$ cat src/design/gpc_pkg.sv
// Package for the grid path counter: field widths, modulus, action and
// register index codes, default grid limits. No dependencies.
package gpc_pkg;
    localparam int CNT_W = 30;
    localparam int DIM_W = 7;
    localparam int ACT_W = 2;
    localparam int CFG_IDX_W = 1;
    localparam int MAX_ROWS_DEF = 64;
    localparam int MAX_COLS_DEF = 64;

    localparam logic [CNT_W-1:0] PATH_MOD = CNT_W'(1000000007);
    localparam logic [DIM_W-1:0] DIM_RESET = DIM_W'(64);

    localparam logic [ACT_W-1:0] ACT_CLEAR = 2'd0;
    localparam logic [ACT_W-1:0] ACT_MARK  = 2'd1;
    localparam logic [ACT_W-1:0] ACT_COUNT = 2'd2;

    localparam logic [CFG_IDX_W-1:0] CFG_ROW_COUNT = 1'b0;
    localparam logic [CFG_IDX_W-1:0] CFG_COL_COUNT = 1'b1;
endpackage

$ cat src/design/gpc_mod_add.sv
// Modular adder: (a + b) mod PATH_MOD for operands below the modulus.
// Depends on gpc_pkg.
module gpc_mod_add (
    input  logic [gpc_pkg::CNT_W-1:0] i_a,
    input  logic [gpc_pkg::CNT_W-1:0] i_b,
    output logic [gpc_pkg::CNT_W-1:0] o_sum
);
    import gpc_pkg::*;

    logic [CNT_W:0]   w_raw;
    logic [CNT_W-1:0] w_red;

    assign w_raw = {1'b0, i_a} + {1'b0, i_b};
    assign w_red = w_raw[CNT_W-1:0] - PATH_MOD;
    assign o_sum = (w_raw >= {1'b0, PATH_MOD}) ? w_red : w_raw[CNT_W-1:0];
endmodule

$ cat config.mk
export PLATFORM = sky130hd
export DESIGN_NAME = gpc_mod_add
export DESIGN_NICKNAME = d
export VERILOG_FILES = /design/src/design/gpc_pkg.sv /design/src/design/gpc_mod_add.sv
export SDC_FILE = /design/constraint.sdc
export NUM_CORES = 1
export LEC_CHECK = 0
export ABC_AREA = 1
export BUFFER_PORTS_ARGS = -buffer_cell sky130_fd_sc_hd__buf_2
export CAP_MARGIN = 10
export CORE_UTILIZATION = 55
export DETAILED_ROUTE_END_ITERATION = 12
export PLACE_DENSITY = 0.77
export SYNTH_ARGS = -nofsm -noshare
export SYNTH_HDL_FRONTEND = slang
export SYNTH_SLANG_ARGS = --single-unit
$ cat constraint.sdc
create_clock -name vclk -period 4.29
set_clock_uncertainty 0.2 [all_clocks]
set_input_delay 0.6435 -clock vclk [all_inputs]
set_output_delay 0.6435 -clock vclk [all_outputs]
set_load 0.03 [all_outputs]
# ---- After elaboration in Yosys (flattened, before gate mapping)
# Index checks and enable logic that the tools add are counted.
dict set report totals {
  ff_bits 0
  latch_bits 0
  ram_bits 0
  romBits 0
  inputBits 60
  wordCells 4
  mem_count 0
}
dict set report op_classes {
  add_sub_neg 2
  multipliers 0
  n_div 0
  order_cmp 1
  n_eq_ne 0
  n_shift 0
  n_mux 1
  bitwise_logic 0
  reduce_logical 0
}
# cell n
set ops {}
lappend ops {{adder 30 x 30 -> 31 bit} 1}
lappend ops {{greater-or-equal comparator 31 x 30 -> 1 bit (second input constant)} 1}
lappend ops {{two-way mux 30 bit} 1}
lappend ops {{subtractor 30 bit (second input constant)} 1}

# ---- Logic depth before layout (Yosys ltp)
dict set report depth {
  depth_word 3
  ltp_mapped 24
}

# ---- Worst setup path after synthesis
# Ideal clock, no wire load.
dict set report synth_timing {
  kind {input port to output port}
  start {in i_a[0] (netlist name)}
  end {out o_sum[10] (netlist name)}
  t_arrival_ps 3271
  path_slack_ps 175
  path_stages 21
  cell_sequence {ha_1 > inv_1 > fa_1 > inv_1 > nand3_1 > nand2_1 > nand2_1 > nand2_1 > nand3_2 > nor2_4 > nand2_2 > nand2_1 > nand2_1 > nand2_1 > nand2_1 > nand2_1 > nand2_2 > nand2_4 > nand3_4 > buf_6 > o21ai_1}
}
dict set report synth_between {
  elab_chain_cells 3
}
# item line
set synth_rtl {}
lappend synth_rtl {{start, declared} gpc_mod_add.sv:4} ;# input logic [gpc_pkg::CNT_W-1:0] i_a,
lappend synth_rtl {{adder 30 x 30 -> 31 bit *} gpc_mod_add.sv:13} ;# assign w_raw = {1'b0, i_a} + {1'b0, i_b};
lappend synth_rtl {{subtractor 30 bit or greater-or-equal comparator 31 x 30 -> 1 bit (tied branches)} {gpc_mod_add.sv:14, gpc_mod_add.sv:15}}
lappend synth_rtl {{two-way mux 30 bit *} gpc_mod_add.sv:15} ;# assign o_sum = (w_raw >= {1'b0, PATH_MOD}) ? w_red : w_raw[CNT_W-1:0];
lappend synth_rtl {{end, declared} gpc_mod_add.sv:6} ;# output logic [gpc_pkg::CNT_W-1:0] o_sum
# Mark *: on every way between the ends. The rest lies on a longest branch, timed or not.

# ---- Worst setup path in the final report
dict set report layout_timing {
  start {in i_b[4] (netlist name)}
  end {out o_sum[16] (netlist name)}
}
dict set report layout_between {
  elab_chain_cells 3
}
# item line
set layout_rtl {}
lappend layout_rtl {{start, declared} gpc_mod_add.sv:5} ;# input logic [gpc_pkg::CNT_W-1:0] i_b,
lappend layout_rtl {{adder 30 x 30 -> 31 bit *} gpc_mod_add.sv:13}
lappend layout_rtl {{subtractor 30 bit or greater-or-equal comparator 31 x 30 -> 1 bit (tied branches)} {gpc_mod_add.sv:14, gpc_mod_add.sv:15}}
lappend layout_rtl {{two-way mux 30 bit *} gpc_mod_add.sv:15}
# Marked as above.

==> results.txt <==
distinct cell type count after synthesis: 31
Crit Path Category: input pin to primary output
DRC Markers: 0
sequential cell count: 0
global-route wire length before repair: 20300 µm
Synth Net Count: 922
register area: 0 µm²
Nets: 1044
vias in the first global route: 4769
final worst path period need: 4.41 ns
Leak: 3.10 nW
antenna cells: 0
largest net degree at the start of global routing: 21
Routed WL: 14800 µm
final worst setup slack: -0.118 ns
outcome: finished, violations left
synth top area cells: nand2_1 (34%), inv_1 (13%), ha_1 (9.8%)
Max Cap Viol: 0
Power Dens Cells: 256 nW/µm²
Tcrit/Tclk final: 103%
Max Freq: 227 MHz
failing checks: negative setup slack
maximum vdd drop: 0.000109 V
Crit. End Element: primary output
final hold slack: 1.61 ns
Die X: 86.7 µm
Cell Chain, Critical Path: buf_2 -> ha_2 -> nand2_2 -> clkinv_1 -> nand3_1 -> nand2_2 -> nand2_1 -> nand2_2 -> nand2_2 -> nor2_4 -> nand2_2 -> nand2_1 -> nand2_2 -> nand2_2 -> nand2_4 -> nand2_2 -> nand2_2 -> nand2_4 -> nand3_4 -> buf_12 -> nand2_1 -> nand2_1 -> nand2_1 -> buf_4
Die Height: 86.7 µm
YS warnings: 0
end point of the worst hold path: o_sum[0]
via count: 5729
pre-CTS setup slack: -0.0470 ns
Worst Path Max Fanout: 6
Yosys top cell area share: 33.6%
vias per cell: 5.48
initial antenna violation count: 0
Die Footprint: 7520 µm²
Synth area leader: nand2_1
setup violators final: 1
post-synthesis cell area: 3950 µm²
Seq/Total Area, Yosys: 0%
First-pass DRT Iterations: 6
Top cell by count, worst path: nand2_2
final instance area: 5460 µm²
area grow syn2layout: 38.3%
DRT antenna net count: 0
clkbuf count: 0
GRT Resource Usage Total: 33.1%
Buffers on Ports: 90
critical path arrival: 3.56 ns
core area: 6870 µm²
Fill cells: 563
DP Wirelength: 10700 µm
Wirelength per Cell: 14.1 µm
Area after DPL: 4610 µm²
fraction of layout cells with a size suffix above 1: 33.3%
row cnt: 30
Avg Cell Area, Syn: 4.76 µm²
IO Pins: 90
Req. time, crit path: 3.45 ns
Critical Path Source Type: input pin
worst hold path type: input pin to primary output
Worst path max stage delay: 0.39 ns
DR iter-0 viols: 429
CP max stage cell: ha_2
cells after synthesis: 830
Initial Util: 57.5%
Max-Slew Margin vs Limit: 82.8%
grt total ovfl: 0
RD Place Congestion: 0.904
Pins Over Slew Limit: 0
Worst Tran Pin Value: 0.257 ns
Hold Path Origin: i_b[0]
Final Hold Violating Endpoints: 0
hold path cells: 4
==> placed cells by master, fill, tap and decap left out, types with 2 or more instances in the layout <==
cell,netlist,layout
a21oi_1,22,15
a21oi_2,0,7
and2_1,6,4
and2_4,0,2
buf_2,0,73
buf_4,2,37
buf_6,4,6
clkbuf_16,0,4
clkbuf_4,0,3
clkinv_1,2,2
ha_1,31,9
ha_2,0,14
ha_4,0,8
inv_1,139,136
inv_2,22,22
inv_4,0,3
nand2_1,353,298
nand2_2,13,61
nand2_4,1,8
nand3_1,69,56
nand3_2,2,12
nand3_4,2,6
nand3b_1,4,4
nand4_1,23,23
nor2_1,62,38
nor2_2,16,30
nor2_4,3,13
nor3_1,5,5
o21ai_0,4,4
o21ai_1,17,17
o21ai_2,2,2
o21bai_1,3,3
xor2_1,16,16
==> per-stage QoR <==
step | instances | util [%] | power [mW] | setup TNS (ns)
after detailed placement | 1028 | 67.1 | 1.11 | -0.651
after global placement | 1028 | 67.1 | 1.08 | -1.17
after CTS | 1030 | 68.5 | 1.14 | 0
final | 1046 | 79.5 | 1.40 | -0.118
after global routing | 1046 | 79.5 | 1.50 | -1.78
after floorplan | 830 | - | 0.822 | 0
==> critical path: cells and delay by family <==
family	cells	cell delay, ns
simple gates	19	1.95
fa+ha+maj	1	0.39
buf+inv	4	0.56
==> kinds of logic after synthesis <==
family	after synthesis	share of synthesized area [%]
and+or+nand+nor	561	61.6
buffers and inverters	169	17.0
AOI/OAI and AO/OA	49	6.62
adders and majority gates	32	10.3
xor gates and xnor gates	19	4.40
==> what timing repair did <==
action / 4_1_cts / 5_1_grt
gates cloned: 1 / 7
resized for setup: 22 / 171
setup endpoints to repair: 23 / 30
hold buffers: 0 / 0
setup buffers: 1 / 9
pin swaps: 2 / 13
==> cells in the mapped netlist, types with 5 or more instances <==
cell / n
and2_1: 6
o21ai_1: 17
nand2_1: 353
nor2_1: 62
nand4_1: 23
nor2_2: 16
inv_2: 22
nor3_1: 5
a21oi_1: 22
ha_1: 31
nand2_2: 13
xor2_1: 16
nand3_1: 69
inv_1: 139
==> worst max path at each step <==
stage,from,end,slack (ns),cells after the start
floorplan,i_a[0],o_sum[10],0.18,21
global placement,i_a[8],o_sum[15],-0.07,18
detailed placement,i_a[0],o_sum[10],-0.05,21
CTS,i_a[19],o_sum[23],0.007,18
global route,i_a[4],o_sum[16],-0.20,23
finish,i_b[4],o_sum[16],-0.12,24
==> routing by layer <==
metal  part of all wire [%]  wire length, µm  global-route usage, %
met1                     41             6100                   42.0
met2                     48             7070                   61.6
met3                    7.0             1030                   1.14
met5                      0                0                      0
met4                    3.8              567                   7.42
==> final cells by class <==
| type | count | area (µm²) | share of cell area [%] |
|---|---|---|---|
| multi-input cells | 662 | 3840 | 70.3 |
| repair buffers | 125 | 881 | 16.1 |
| inverters | 163 | 619 | 11.3 |
| well taps | 96 | 120 | 2.20 |
==> report_power, final <==
part           switching, mW  total [mW]  internal, mW  leakage (nW)
sequential                 0           0             0             0
clock                      0           0             0             0
combinational          0.896        1.40         0.499          3.10
Power figures use the tool's default switching activity.
